### src/rtl/olief_pkg.sv
`default_nettype none

package olief_pkg;

    localparam int CAPACITY = 16;
    localparam int IDX_W    = $clog2(CAPACITY);
    localparam int CNT_W    = $clog2(CAPACITY + 1);

    localparam int OP_W     = 3;
    localparam int POS_W    = 8;
    localparam int VALUE_W  = 32;
    localparam int FOUND_W  = 7;
    localparam int COUNT_W  = 7;
    localparam int STATUS_W = 2;

    localparam logic [FOUND_W-1:0] FOUND_NONE = {FOUND_W{1'b1}};

    typedef enum logic [OP_W-1:0] {
        OP_INSERT     = 3'd0,
        OP_ERASE      = 3'd1,
        OP_FIND       = 3'd2,
        OP_CLEAR      = 3'd3,
        OP_PUSH_FRONT = 3'd4,
        OP_PUSH_BACK  = 3'd5,
        OP_POP_FRONT  = 3'd6,
        OP_POP_BACK   = 3'd7
    } op_t;

    typedef enum logic [STATUS_W-1:0] {
        ST_DONE    = 2'd0,
        ST_IGNORED = 2'd1,
        ST_FULL    = 2'd2
    } status_t;

    typedef enum logic [1:0] {
        CELL_HOLD       = 2'd0,
        CELL_LOAD       = 2'd1,
        CELL_FROM_LEFT  = 2'd2,
        CELL_FROM_RIGHT = 2'd3
    } cell_sel_t;

    typedef struct packed {
        cell_sel_t sel;
        logic      cmp_en;
    } cell_ctrl_t;

endpackage

`default_nettype wire

### src/rtl/olief_cell.sv
`default_nettype none

module olief_cell
    import olief_pkg::*;
(
    input  wire logic               aclk,
    input  wire cell_ctrl_t         ctrl,
    input  wire logic [VALUE_W-1:0] left_value,
    input  wire logic [VALUE_W-1:0] right_value,
    input  wire logic [VALUE_W-1:0] load_value,
    input  wire logic [VALUE_W-1:0] key,
    output logic      [VALUE_W-1:0] value,
    output logic                    match
);

    logic [VALUE_W-1:0] value_reg;
    logic [VALUE_W-1:0] value_next;

    always_comb begin
        unique case (ctrl.sel)
            CELL_LOAD:       value_next = load_value;
            CELL_FROM_LEFT:  value_next = left_value;
            CELL_FROM_RIGHT: value_next = right_value;
            default:         value_next = value_reg;
        endcase
    end

    always_ff @(posedge aclk) begin
        value_reg <= value_next;
    end

    assign value = value_reg;
    assign match = ctrl.cmp_en && (value_reg == key);

endmodule

`default_nettype wire

### src/rtl/olief_first_match.sv
`default_nettype none

module olief_first_match
    import olief_pkg::*;
(
    input  wire logic [CAPACITY-1:0] match,
    output logic                     hit,
    output logic      [IDX_W-1:0]    idx
);

    always_comb begin
        hit = 1'b0;
        idx = '0;
        for (int i = CAPACITY - 1; i >= 0; i--) begin
            if (match[i]) begin
                hit = 1'b1;
                idx = IDX_W'(i);
            end
        end
    end

endmodule

`default_nettype wire

### src/rtl/ordered_list_insert_erase_find.sv
// Ordered list of signed 32-bit values held in a row of cells, one entry per
// cell, index 0 at the front.
// Input channel s_*: one item carries an operation, a position and a value.
// Result channel m_*: exactly one item per input item, in order, carrying the
// first matching index (or -1), the entry count after the operation and a
// status (done, ignored, or rejected because full).
// Every cell loads, holds or takes its left or right neighbour in the cycle
// an item is accepted, so insert, erase, push and pop all complete in that
// cycle. Every occupied cell compares its entry with the search value in
// that cycle too; the match flags are registered and priority-encoded in a
// second stage. The result is offered from the result register after the
// item has passed the match stage; one item is accepted every cycle unless
// the receiver stalls.
// If the receiver stalls, the result and the stage before it hold; s_ready
// falls only when both are full, and resumes as soon as m_ready is high.
// Reset empties the list and drops any items in flight; stored values are
// not cleared, as entries past the count are never read.
`default_nettype none

module ordered_list_insert_erase_find
    import olief_pkg::*;
(
    input  wire logic                       aclk,
    input  wire logic                       aresetn,
    input  wire logic                       s_valid,
    output logic                            s_ready,
    input  wire logic        [OP_W-1:0]     s_operation,
    input  wire logic signed [POS_W-1:0]    s_position,
    input  wire logic signed [VALUE_W-1:0]  s_value,
    output logic                            m_valid,
    input  wire logic                       m_ready,
    output logic signed      [FOUND_W-1:0]  m_found_index,
    output logic             [COUNT_W-1:0]  m_entry_count,
    output logic             [STATUS_W-1:0] m_status
);

    logic [CNT_W-1:0] count_reg;
    logic [CNT_W-1:0] count_next;

    logic                a_valid_reg;
    logic [CAPACITY-1:0] a_match_reg;
    logic                a_find_reg;
    logic [CNT_W-1:0]    a_count_reg;
    status_t             a_status_reg;

    logic                m_valid_reg;
    logic [FOUND_W-1:0]  m_found_reg;
    logic [COUNT_W-1:0]  m_count_reg;
    status_t             m_status_reg;

    logic s_fire;
    logic a_advance;
    logic b_free;

    logic             do_ins;
    logic             do_del;
    logic             is_find;
    logic [CNT_W-1:0] tgt;
    status_t          status;

    logic                 pos_neg;
    logic [POS_W-2:0]     pos_u;
    logic [POS_W-2:0]     cnt_u;
    logic                 full;
    logic                 empty;

    cell_ctrl_t          ctrl       [CAPACITY];
    logic [VALUE_W-1:0]  cell_value [CAPACITY];
    logic [CAPACITY-1:0] match;

    logic             hit;
    logic [IDX_W-1:0] hit_idx;

    assign b_free    = !m_valid_reg || m_ready;
    assign a_advance = a_valid_reg && b_free;
    assign s_ready   = !a_valid_reg || b_free;
    assign s_fire    = s_valid && s_ready;

    assign pos_neg = s_position[POS_W-1];
    assign pos_u   = s_position[POS_W-2:0];
    assign cnt_u   = (POS_W - 1)'(count_reg);
    assign full    = (count_reg == CNT_W'(CAPACITY));
    assign empty   = (count_reg == '0);

    always_comb begin
        do_ins     = 1'b0;
        do_del     = 1'b0;
        is_find    = 1'b0;
        tgt        = '0;
        status     = ST_DONE;
        count_next = count_reg;
        unique case (op_t'(s_operation))
            OP_INSERT: begin
                if (full) begin
                    status = ST_FULL;
                end else begin
                    do_ins     = 1'b1;
                    count_next = count_reg + 1'b1;
                    if (pos_neg) begin
                        tgt = '0;
                    end else if (pos_u >= cnt_u) begin
                        tgt = count_reg;
                    end else begin
                        tgt = CNT_W'(pos_u);
                    end
                end
            end
            OP_ERASE: begin
                if (pos_neg || (pos_u >= cnt_u)) begin
                    status = ST_IGNORED;
                end else begin
                    do_del     = 1'b1;
                    tgt        = CNT_W'(pos_u);
                    count_next = count_reg - 1'b1;
                end
            end
            OP_FIND: begin
                is_find = 1'b1;
            end
            OP_CLEAR: begin
                count_next = '0;
            end
            OP_PUSH_FRONT: begin
                if (full) begin
                    status = ST_FULL;
                end else begin
                    do_ins     = 1'b1;
                    count_next = count_reg + 1'b1;
                end
            end
            OP_PUSH_BACK: begin
                if (full) begin
                    status = ST_FULL;
                end else begin
                    do_ins     = 1'b1;
                    tgt        = count_reg;
                    count_next = count_reg + 1'b1;
                end
            end
            OP_POP_FRONT: begin
                if (empty) begin
                    status = ST_IGNORED;
                end else begin
                    do_del     = 1'b1;
                    count_next = count_reg - 1'b1;
                end
            end
            OP_POP_BACK: begin
                if (empty) begin
                    status = ST_IGNORED;
                end else begin
                    do_del     = 1'b1;
                    tgt        = count_reg - 1'b1;
                    count_next = count_reg - 1'b1;
                end
            end
        endcase
    end

    for (genvar i = 0; i < CAPACITY; i++) begin : g_cell
        localparam logic [CNT_W-1:0] IDX = CNT_W'(i);

        always_comb begin
            ctrl[i].cmp_en = (IDX < count_reg);
            ctrl[i].sel    = CELL_HOLD;
            if (s_fire && do_ins) begin
                if (IDX == tgt) begin
                    ctrl[i].sel = CELL_LOAD;
                end else if (IDX > tgt) begin
                    ctrl[i].sel = CELL_FROM_LEFT;
                end
            end else if (s_fire && do_del) begin
                if (IDX >= tgt) begin
                    ctrl[i].sel = CELL_FROM_RIGHT;
                end
            end
        end

        olief_cell u_cell (
            .aclk        (aclk),
            .ctrl        (ctrl[i]),
            .left_value  ((i == 0) ? s_value : cell_value[(i == 0) ? 0 : i - 1]),
            .right_value (cell_value[(i == CAPACITY - 1) ? i : i + 1]),
            .load_value  (s_value),
            .key         (s_value),
            .value       (cell_value[i]),
            .match       (match[i])
        );
    end

    olief_first_match u_first_match (
        .match (a_match_reg),
        .hit   (hit),
        .idx   (hit_idx)
    );

    always_ff @(posedge aclk) begin
        if (!aresetn) begin
            count_reg   <= '0;
            a_valid_reg <= 1'b0;
            m_valid_reg <= 1'b0;
        end else begin
            if (s_fire) begin
                count_reg <= count_next;
            end
            if (s_fire) begin
                a_valid_reg <= 1'b1;
            end else if (a_advance) begin
                a_valid_reg <= 1'b0;
            end
            if (a_advance) begin
                m_valid_reg <= 1'b1;
            end else if (m_ready) begin
                m_valid_reg <= 1'b0;
            end
        end
    end

    always_ff @(posedge aclk) begin
        if (s_fire) begin
            a_match_reg  <= match;
            a_find_reg   <= is_find;
            a_count_reg  <= count_next;
            a_status_reg <= status;
        end
        if (a_advance) begin
            m_found_reg  <= (a_find_reg && hit) ? FOUND_W'(hit_idx) : FOUND_NONE;
            m_count_reg  <= COUNT_W'(a_count_reg);
            m_status_reg <= a_status_reg;
        end
    end

    assign m_valid       = m_valid_reg;
    assign m_found_index = m_found_reg;
    assign m_entry_count = m_count_reg;
    assign m_status      = m_status_reg;

endmodule

`default_nettype wire

### config.mk
export PLATFORM = sky130hd
export DESIGN_NAME = ordered_list_insert_erase_find
export DESIGN_NICKNAME = d
export VERILOG_FILES = /design/src/rtl/olief_pkg.sv /design/src/rtl/olief_cell.sv /design/src/rtl/olief_first_match.sv /design/src/rtl/ordered_list_insert_erase_find.sv
export SDC_FILE = /design/constraint.sdc
export NUM_CORES = 1
export LEC_CHECK = 0
export BUFFER_PORTS_ARGS = -buffer_cell sky130_fd_sc_hd__buf_2
export CAP_MARGIN = 20
export CELL_PAD_IN_SITES_DETAIL_PLACEMENT = 0
export CELL_PAD_IN_SITES_GLOBAL_PLACEMENT = 1
export CORE_MARGIN = 3
export CORE_UTILIZATION = 40
export DETAILED_ROUTE_END_ITERATION = 10
export PLACE_DENSITY = 0.73
export SYNTH_ARGS = -nofsm -noshare
export SYNTH_HDL_FRONTEND = slang
export SYNTH_HIERARCHICAL = 1
export SYNTH_SLANG_ARGS = --single-unit
### constraint.sdc
create_clock -name aclk -period 5.2 [get_ports aclk]
set_input_delay 1.04 -clock aclk [delete_from_list [all_inputs] [get_ports aclk]]
set_output_delay 1.04 -clock aclk [all_outputs]
set_load 0.1 [all_outputs]
Word level (Yosys, flattened, before mapping):

Index checks and enable logic that the tools add are counted.

* bits in registers: 557
* input port bits: 47
* output and inout port bits: 18

* add/sub/neg operators: 2
* $lt $le $gt $ge: 49
* equality and inequality tests: 86
* multiplexer cells: 154
* reductions and logical operators: 50

Operator list (number)
* $pmux W32 S3: 14
* $eq A32 B32 Y1: 16
* $mux W2: 81
* $pmux W32 S2: 2
* $mux W4: 16
* $eq A2 B2 Y1 const B: 31
* $mux W5: 9
* $reduce_bool A3 Y1: 14
* $eq A4 B5 Y1 const A: 8
* $ge A4 B5 Y1 const A: 8
* $gt A4 B5 Y1 const A: 8
* $lt A4 B5 Y1 const A: 8
* $pmux W5 S4: 2
* $eq A2 B1 Y1 const B: 16
* $mux W1: 27
* $logic_and A1 B1 Y1: 21
* $eq A3 B5 Y1 const A: 4
* $ge A3 B5 Y1 const A: 4
* $gt A3 B5 Y1 const A: 4
* $lt A3 B5 Y1 const A: 4
* $eq A3 B3 Y1 const B: 4
* $eq A2 B5 Y1 const A: 2
* $ge A1 B5 Y1 const A: 2
* $ge A2 B5 Y1 const A: 2
* 21 further kinds: 34

Logic depth before layout (Yosys ltp):

Gate-level depths: netlist of run 1.

* word-level depth: 18
* depth in mapped cells: 17
* mapped depth without buffers: 12

Cells and area by module:

The synthesis of run 1 kept the hierarchy.

Modules (own cells, without submodules)
* olief_cell: times used 16, cells each 184, area each 1978.1 sq um, seq. area each 960.9 sq um
* ordered_list_insert_erase_find: times used 1, cells each 320, area each 2949.1 sq um, seq. area each 1221.2 sq um
* olief_first_match: times used 1, cells each 33, area each 178.9 sq um, seq. area each 0.0 sq um

Worst setup path after synthesis of run 1:

No wires, ideal clock.

* path kind: register to register
* start: register m_valid_reg (netlist: m_valid)
* end: register g_cell[0].u_cell.value_reg[0], enable pin
* setup time: 330 ps
* arrival: 4643 ps
* data required time: 4870 ps
* path slack: 228 ps
* cell stages (with the launch flop): 12
* path buffers: 3
* clock period less this slack: 4972 ps
* cells stage by stage: dfxtp_1 nor2b_1 nand2_1 nand2_1 clkinv_1 and2_1 clkbuf_1 nor2_1 nor3_1 buf_2 buf_4 or2_2

RTL lines
* start: declaration: RTL line ordered_list_insert_erase_find.sv:46 `logic m_valid_reg;`
* start signal: assignment: RTL line ordered_list_insert_erase_find.sv:201 `m_valid_reg <= 1'b0;`
* start signal: assignment: RTL line ordered_list_insert_erase_find.sv:212 `m_valid_reg <= 1'b1;`
* start signal: assignment: RTL line ordered_list_insert_erase_find.sv:214 `m_valid_reg <= 1'b0;`
* end signal: assignment: RTL line olief_cell.sv:29 `value_reg <= value_next;`
* end: declaration: RTL line olief_cell.sv:16 `logic [VALUE_W-1:0] value_reg;`

==> flow_results.xml, run 1 <==
<?xml version="1.0" encoding="UTF-8"?>
<metrics>
  <group name="finish">
    <metric name="final_layout_size_suffix_gt1_frac" unit="">0.0916</metric>
    <metric name="final_cell_mix" unit="">548 x nor2_1, 548 x edfxtp_1, 537 x a21oi_1</metric>
    <metric name="layout.filler_cells" unit="">8048</metric>
    <metric name="final_net_count" unit="">3355</metric>
    <metric name="synthToLayoutAreaGrowth" unit="%">10.4</metric>
    <metric name="stdcell_area" unit="sq mm">0.0384</metric>
    <metric name="largest_register_ff_count" unit="">512</metric>
  </group>
  <group name="clock_network">
    <metric name="cts_max_level" unit="">3</metric>
    <metric name="number_of_clock_buffers_inserted_by_tritoncts" unit="">66</metric>
    <metric name="cts_tree" unit="">yes</metric>
    <metric name="postCtsResizedCells" unit="">0</metric>
    <metric name="cts_max_path_buffers" unit="">3</metric>
    <metric name="cts_num_sinks" unit="">555</metric>
    <metric name="clock_latency_on_the_worst_skew_pair" unit="ns">0.60</metric>
    <metric name="worst_setup_hold_path_clk_slew" unit="ns">0.06</metric>
    <metric name="cts_setup_buffers" unit="">0</metric>
    <metric name="clock_tree.root_cell" unit="">clkbuf_16</metric>
    <metric name="hold_buffers" unit="">0</metric>
  </group>
  <group name="setup_path">
    <metric name="critPathCaptureType" unit="">register</metric>
    <metric name="timing.critical_path.slowest_stage_cell" unit="">or2_2</metric>
    <metric name="cp-start-kind" unit="">register</metric>
    <metric name="cp_num_buf_inv" unit="">2</metric>
    <metric name="crit_chain" unit="">inv_1 -&gt; ha_1 -&gt; or4b_4 -&gt; ha_1 -&gt; mux2i_1 -&gt; nor2_1 -&gt; a211oi_1 -&gt; buf_12 -&gt; and2_1 -&gt; nand2_1 -&gt; a21oi_4 -&gt; or2_2</metric>
    <metric name="critical_path.max_stage_delay" unit="ns">0.67</metric>
    <metric name="timing.rr.end" unit="">g_cell[12].u_cell/value[17]$_DFFE_PP_</metric>
    <metric name="critical_path_peak_fanout" unit="">32</metric>
    <metric name="rr_worst_depth" unit="">12</metric>
    <metric name="rr_startpoint" unit="">count_reg[1]$_SDFFE_PN0P_</metric>
    <metric name="worstPathRequired" unit="ns">5.42</metric>
    <metric name="worst_path_most_repeated_cell" unit="">ha_1</metric>
    <metric name="path_depth" unit="">12</metric>
    <metric name="critical_path_type" unit="">register to register</metric>
    <metric name="cpLargestDelayFamily" unit="">simple AND/OR/NAND/NOR gates</metric>
    <metric name="rrSetupSlack" unit="ns">0.67</metric>
    <metric name="cp_data_arrival_time" unit="ns">4.75</metric>
  </group>
  <group name="global_route">
    <metric name="vias_in_the_first_global_route" unit="">22000</metric>
    <metric name="grt_remaining_overflow" unit="">0</metric>
    <metric name="initial_antenna_violation_count" unit="">17</metric>
    <metric name="grt_start_max_net_pins" unit="">65</metric>
    <metric name="track_usage" unit="">0.182</metric>
    <metric name="grt_pass1_wl" unit="um">132000</metric>
  </group>
  <group name="yosys">
    <metric name="postSynthRegisterBits" unit="">555</metric>
    <metric name="most_common_flop_cell_mapped_by_yosys" unit="">edfxtp_1</metric>
    <metric name="synth-edff-count" unit="">548</metric>
    <metric name="synth.yosys.seq_area_share" unit="">0.477</metric>
    <metric name="netlist_instances" unit="">3297</metric>
    <metric name="synthesis.yosys.warnings" unit="">6</metric>
    <metric name="post_synth.cell_area_avg" unit="sq um">10.5</metric>
    <metric name="synth_async_sr_flop_share" unit="">0</metric>
    <metric name="ys_types" unit="">69</metric>
    <metric name="post_synth_instance_area" unit="sq mm">0.0348</metric>
  </group>
  <group name="route">
    <metric name="avgRoutedWirePerCell" unit="um">18.8</metric>
    <metric name="met3_wl" unit="um">4190</metric>
    <metric name="remaining_drc_errors" unit="">0</metric>
    <metric name="first_pass_iters" unit="">5</metric>
    <metric name="routed-via-count" unit="">23600</metric>
    <metric name="postRouteAntennaNets" unit="">0</metric>
    <metric name="met2RoutedLength" unit="um">39100</metric>
    <metric name="topRoutingLayerUsed" unit="">met4</metric>
    <metric name="wirelength_met1" unit="um">38800</metric>
    <metric name="via_cell_ratio" unit="">5.25</metric>
    <metric name="detail_route.wirelength" unit="um">84300</metric>
    <metric name="initialDrtViolationCount" unit="">1907</metric>
  </group>
  <group name="sta">
    <metric name="slew_viol_final" unit="">0</metric>
    <metric name="rsz0062_at_grt" unit="">no</metric>
    <metric name="finalCritPeriodShare" unit="">0.871</metric>
    <metric name="max_clock_freq" unit="MHz">221</metric>
    <metric name="final_period_minus_worst_setup_slack" unit="ns">4.53</metric>
    <metric name="timing.final.hold_violations" unit="">0</metric>
    <metric name="timing.max_slew.rel_slack" unit="">0.257</metric>
    <metric name="skew" unit="ns">0.0195</metric>
    <metric name="whs" unit="ns">0.417</metric>
    <metric name="fin_setup_tns" unit="ns">0</metric>
    <metric name="timing.final.setup_violations" unit="">0</metric>
    <metric name="worst-slew-pin-transition" unit="ns">1.11</metric>
  </group>
  <group name="floorplanning">
    <metric name="dieArea" unit="sq mm">0.0905</metric>
    <metric name="die_width" unit="um">301</metric>
    <metric name="pin_count" unit="">65</metric>
    <metric name="total_core_area" unit="sq mm">0.0857</metric>
    <metric name="die_height" unit="um">301</metric>
    <metric name="placement_rows" unit="">107</metric>
    <metric name="initial_core_util" unit="">0.406</metric>
  </group>
  <group name="hold_path">
    <metric name="timing.hold.worst_endpoint" unit="">m_entry_count[4]$_DFFE_PP_</metric>
    <metric name="startpoint_of_the_lowest_slack_hold_path" unit="">a_count_reg[4]$_DFFE_PP_</metric>
    <metric name="hold-path-cell-count" unit="">0</metric>
    <metric name="timing.hold.worst.class" unit="">register to register</metric>
  </group>
  <group name="placed_design">
    <metric name="dp_hpwl" unit="um">64800</metric>
    <metric name="dpl-instance-area" unit="sq mm">0.0364</metric>
    <metric name="port_buffers" unit="">62</metric>
    <metric name="gp_routability_congestion" unit="">0.869</metric>
  </group>
  <group name="outcome">
    <metric name="run_status" unit="">finished clean</metric>
  </group>
  <group name="power">
    <metric name="worst_ir_drop_vdd" unit="V">0.000210</metric>
    <metric name="power_per_cell_area" unit="mW/mm^2">318</metric>
    <metric name="static-leakage-power" unit="nW">12.5</metric>
  </group>
  <group name="run">
    <metric name="cap_viol_max_count" unit="">0</metric>
  </group>
</metrics>
==> metrics by stage <==
step / instances / utilization / power, mW / setup slack, ns
3_3_place_gp: 4374 / 0.425 / 7.86 / 0.422
4_1_cts: 4485 / 0.448 / 12.3 / 0.756
5_1_grt: 4491 / 0.448 / 12.8 / 0.497
6_report: 4491 / 0.448 / 12.2 / 0.670
2_1_floorplan: 3298 / - / 7.26 / 0.228
3_5_place_dp: 4374 / 0.425 / 7.91 / 0.361
==> synth_stat cells (all sizes together), types with 7 or more instances <==
cell    count  share of area
nor2      554          0.060
edfxtp    548           0.47
a21oi     543          0.078
mux2i     514           0.15
xor2      496           0.12
buf       124          0.021
nor4      115          0.021
clkbuf     75         0.0081
nor3       48         0.0097
nand3      37         0.0053
nand2      34         0.0037
o21ai      25         0.0037
or2        23         0.0041
nand4      18         0.0034
xnor2      16         0.0040
inv        11         0.0012
ha         10         0.0036
a211oi      9         0.0019
and2        8         0.0014
dfxtp       7         0.0040
nor2b       7         0.0013
o22ai       7         0.0013
==> cell type report <==
cell class                      count  area, sq um  share of cell area
Antenna cell                        6         15.0            0.000391
Clock inverter                     25          208             0.00541
Tap cell                         1144         1430              0.0373
Clock buffer                       86         1780              0.0463
Inverter                           14         52.6             0.00137
Timing Repair Buffer              131          916              0.0238
Multi-Input combinational cell   2530        17400               0.453
Sequential cell                   555        16600               0.432
==> report_power, final <==
group	total, mW	internal [mW]	leakage [nW]	switching [mW]
Combinational	1.96	0.728	6.33	1.24
Clock	4.39	2.51	0.976	1.87
Sequential	5.85	5.48	5.17	0.370
Total	12.2	8.72	12.5	3.48
==> how the worst max path moves through the flow <==
stage / endpoint / slack [ns] / startpoint
2_1_floorplan: g_cell[0].u_cell/value[0]$_DFFE_PP_ / 0.23 / m_valid$_SDFFE_PN0P_
5_1_grt: g_cell[14].u_cell/value[29]$_DFFE_PP_ / 0.50 / count_reg[4]$_SDFFE_PN0P_
4_1_cts: g_cell[12].u_cell/value[17]$_DFFE_PP_ / 0.76 / count_reg[1]$_SDFFE_PN0P_
3_5_place_dp: g_cell[14].u_cell/value[13]$_DFFE_PP_ / 0.36 / s_position[4]
6_report: g_cell[12].u_cell/value[17]$_DFFE_PP_ / 0.67 / count_reg[1]$_SDFFE_PN0P_
3_3_place_gp: g_cell[15].u_cell/value[26]$_DFFE_PP_ / 0.42 / s_position[4]
==> logic make-up (layout without fill, tap and decap cells) <==
kind of cell,after synthesis,after routing,synth area share
simple gates,860,860,0.114
compound gates,631,631,0.0976
flops,555,555,0.477
mux,515,515,0.148
xor+xnor,512,512,0.129
buf+inv,213,256,0.0306
fa+ha+maj,10,10,0.00360
other cells,1,8,0.000108
==> per-layer routing <==
layer	global-route usage	up-vias
met3	0.0279	115
met5	0	-
li1	-	12000
met2	0.293	555
met4	0.0633	0
met1	0.251	10900
Power figures use the tool's default switching activity.
==> inputs of run 2 (changes only) <==
--- a/config.mk
+++ b/config.mk
@@ -13,6 +13,7 @@
 export CORE_UTILIZATION = 40
 export DETAILED_ROUTE_END_ITERATION = 10
 export PLACE_DENSITY = 0.73
+export REMOVE_ABC_BUFFERS = 1
 export SYNTH_ARGS = -nofsm -noshare
 export SYNTH_HDL_FRONTEND = slang
 export SYNTH_HIERARCHICAL = 1
==> run 2 against run 1 <==
  * Critical path depth down 1
  * Routed wire length rose by 8.2%
  * Die area unchanged
  * Total power is 0.83% higher
  * Cell area increased by 1.1%
  * Sequential cell count is the same
  * Critical endpoint is now g_cell[1].u_cell/value[23]$_DFFE_PP_
==> flow_results.xml, run 2 (same netlist as run 1, synthesis figures left out) <==
<?xml version="1.0" encoding="UTF-8"?>
<metrics>
  <group name="route">
    <metric name="detail_route.wirelength" unit="um">91200</metric>
    <metric name="initialDrtViolationCount" unit="">1669</metric>
    <metric name="avgRoutedWirePerCell" unit="um">20.1</metric>
    <metric name="routed-via-count" unit="">23800</metric>
    <metric name="via_cell_ratio" unit="">5.24</metric>
    <metric name="remaining_drc_errors" unit="">0</metric>
    <metric name="first_pass_iters" unit="">5</metric>
    <metric name="postRouteAntennaNets" unit="">0</metric>
  </group>
  <group name="finish">
    <metric name="final_net_count" unit="">3397</metric>
    <metric name="finalCoreUtilization" unit="">0.453</metric>
    <metric name="synthToLayoutAreaGrowth" unit="%">11.7</metric>
    <metric name="final_cell_mix" unit="">548 x nor2_1, 548 x edfxtp_1, 537 x a21oi_1</metric>
    <metric name="fin_cells" unit="">4534</metric>
    <metric name="largest_register_ff_count" unit="">512</metric>
    <metric name="final_layout_size_suffix_gt1_frac" unit="">0.101</metric>
    <metric name="layout.filler_cells" unit="">8078</metric>
  </group>
  <group name="setup_path">
    <metric name="rrSetupSlack" unit="ns">0.75</metric>
    <metric name="timing.rr.end" unit="">g_cell[1].u_cell/value[23]$_DFFE_PP_</metric>
    <metric name="critical_path_peak_fanout" unit="">33</metric>
    <metric name="cp-start-kind" unit="">register</metric>
    <metric name="worstPathRequired" unit="ns">5.49</metric>
    <metric name="critical_path_type" unit="">register to register</metric>
    <metric name="cp_num_buf_inv" unit="">3</metric>
    <metric name="rr_worst_depth" unit="">11</metric>
    <metric name="rr_startpoint" unit="">count_reg[0]$_SDFFE_PN0P_</metric>
    <metric name="cpLargestDelayFamily" unit="">simple AND/OR/NAND/NOR gates</metric>
    <metric name="critPathCaptureType" unit="">register</metric>
    <metric name="timing.critical_path.slowest_stage_cell" unit="">or3_1</metric>
    <metric name="crit_chain" unit="">inv_1 -&gt; ha_1 -&gt; nand4bb_1 -&gt; o21ai_1 -&gt; a211oi_1 -&gt; a311o_1 -&gt; or3_1 -&gt; nor3_2 -&gt; buf_12 -&gt; or2_2 -&gt; buf_4</metric>
    <metric name="critical_path.max_stage_delay" unit="ns">0.64</metric>
    <metric name="cp_data_arrival_time" unit="ns">4.74</metric>
  </group>
  <group name="floorplanning">
    <metric name="total_core_area" unit="sq mm">0.0857</metric>
    <metric name="initial_core_util" unit="">0.406</metric>
    <metric name="dieArea" unit="sq mm">0.0905</metric>
    <metric name="placement_rows" unit="">107</metric>
    <metric name="pin_count" unit="">65</metric>
    <metric name="die_height" unit="um">301</metric>
    <metric name="die_width" unit="um">301</metric>
  </group>
  <group name="power">
    <metric name="static-leakage-power" unit="nW">12.7</metric>
    <metric name="worst_ir_drop_vdd" unit="V">0.000227</metric>
    <metric name="power_per_cell_area" unit="mW/mm^2">317</metric>
  </group>
  <group name="placed_design">
    <metric name="port_buffers" unit="">62</metric>
    <metric name="dp_hpwl" unit="um">66000</metric>
    <metric name="gp_routability_congestion" unit="">0.845</metric>
    <metric name="place.detailed.instances" unit="">4413</metric>
  </group>
  <group name="sta">
    <metric name="timing.final.hold_violations" unit="">0</metric>
    <metric name="timing.final.setup_violations" unit="">0</metric>
    <metric name="finalCritPeriodShare" unit="">0.855</metric>
    <metric name="timing.max_slew.rel_slack" unit="">0.349</metric>
    <metric name="max_clock_freq" unit="MHz">225</metric>
    <metric name="worst-slew-pin-transition" unit="ns">0.977</metric>
    <metric name="final_period_minus_worst_setup_slack" unit="ns">4.45</metric>
    <metric name="slew_viol_final" unit="">0</metric>
    <metric name="skew" unit="ns">0.0186</metric>
    <metric name="rsz0062_at_grt" unit="">no</metric>
  </group>
  <group name="hold_path">
    <metric name="timing.hold.worst.class" unit="">register to register</metric>
    <metric name="startpoint_of_the_lowest_slack_hold_path" unit="">a_count_reg[4]$_DFFE_PP_</metric>
    <metric name="hold-path-cell-count" unit="">0</metric>
    <metric name="timing.hold.worst_endpoint" unit="">m_entry_count[4]$_DFFE_PP_</metric>
  </group>
  <group name="clock_network">
    <metric name="worst_setup_hold_path_clk_slew" unit="ns">0.06</metric>
    <metric name="cts_tree" unit="">yes</metric>
    <metric name="clock_tree.root_cell" unit="">clkbuf_16</metric>
    <metric name="cts_max_path_buffers" unit="">3</metric>
    <metric name="hold_buffers" unit="">0</metric>
    <metric name="clock_latency_on_the_worst_skew_pair" unit="ns">0.61</metric>
    <metric name="cts_num_sinks" unit="">555</metric>
    <metric name="number_of_clock_buffers_inserted_by_tritoncts" unit="">68</metric>
    <metric name="cts_max_level" unit="">3</metric>
    <metric name="postCtsResizedCells" unit="">0</metric>
    <metric name="cts_setup_buffers" unit="">0</metric>
  </group>
  <group name="global_route">
    <metric name="grt_start_max_net_pins" unit="">65</metric>
    <metric name="grt_remaining_overflow" unit="">0</metric>
    <metric name="grt_pass1_wl" unit="um">145000</metric>
    <metric name="track_usage" unit="">0.200</metric>
    <metric name="initial_antenna_violation_count" unit="">3</metric>
    <metric name="vias_in_the_first_global_route" unit="">24200</metric>
  </group>
  <group name="outcome">
    <metric name="run_status" unit="">finished clean</metric>
  </group>
  <group name="run">
    <metric name="cap_viol_max_count" unit="">0</metric>
  </group>
</metrics>
run 2: cell count changes in the layout (fill, tap and decap cells not counted), moves of 2 or more:
cell       previous run  this run
buf_4                62        92
diode_2               6         2
bufinv_16             2         0
clkbuf_16            68        70
clkinv_1             10        19
buf_12                7        17
clkinv_2              9         5
run 2: worst reg2reg max path, stage by stage, from the launching register on:
cell	delay (ns)
dfxtp_1	0.31
inv_1	0.20
ha_1	0.34
nand4bb_1	0.43
o21ai_1	0.43
a211oi_1	0.16
a311o_1	0.43
or3_1	0.64
nor3_2	0.43
buf_12	0.29
or2_2	0.22
buf_4	0.26
run 2: metrics by stage:
step	setup TNS [ns]	hold slack, ns	area, sq um	total power, mW	worst slack, ns
final	0	0.417	38800	12.3	0.752
after global routing	0	0.437	38800	12.9	0.469
after CTS	0	0.419	38800	12.4	0.713
after detailed placement	0	0.407	36800	8.01	0.366
after global placement	0	0.401	36800	7.96	0.383
after floorplan	-1766.19	0.400	33800	7.26	-2.75
run 2: layout make-up:
type,instances,area (sq um),area share
multi-input combinational,2530,17400,0.448
sequential,555,16600,0.427
clock buffer,90,1850,0.0475
tap,1144,1430,0.0369
timing repair buffer,171,1340,0.0345
clock inverter,28,153,0.00393
inverter,14,52.6,0.00135
antenna,2,5.00,0.000129
run 2: worst max path at each step:
stage,start,to,depth (start not counted)
floorplan,m_ready,g_cell[6].u_cell/value[0]$_DFFE_PP_,8
global placement,s_position[4],g_cell[1].u_cell/value[19]$_DFFE_PP_,10
detailed placement,s_position[4],g_cell[1].u_cell/value[0]$_DFFE_PP_,10
CTS,count_reg[0]$_SDFFE_PN0P_,g_cell[1].u_cell/value[23]$_DFFE_PP_,11
global route,count_reg[0]$_SDFFE_PN0P_,g_cell[1].u_cell/value[28]$_DFFE_PP_,11
finish,count_reg[0]$_SDFFE_PN0P_,g_cell[1].u_cell/value[23]$_DFFE_PP_,11
run 2: report_power, final:
part,switching [mW],internal [mW]
combinational,1.27,0.767
clock,1.90,2.50
sequential,0.391,5.48
total,3.56,8.74
run 2: layer usage:
metal  routed length, um  share of wire  global-route usage
met5                  13        0.00014                   0
met4                1600          0.018              0.0480
met3                3110          0.034              0.0253
met2               45200           0.50               0.348
met1               41300           0.45               0.266
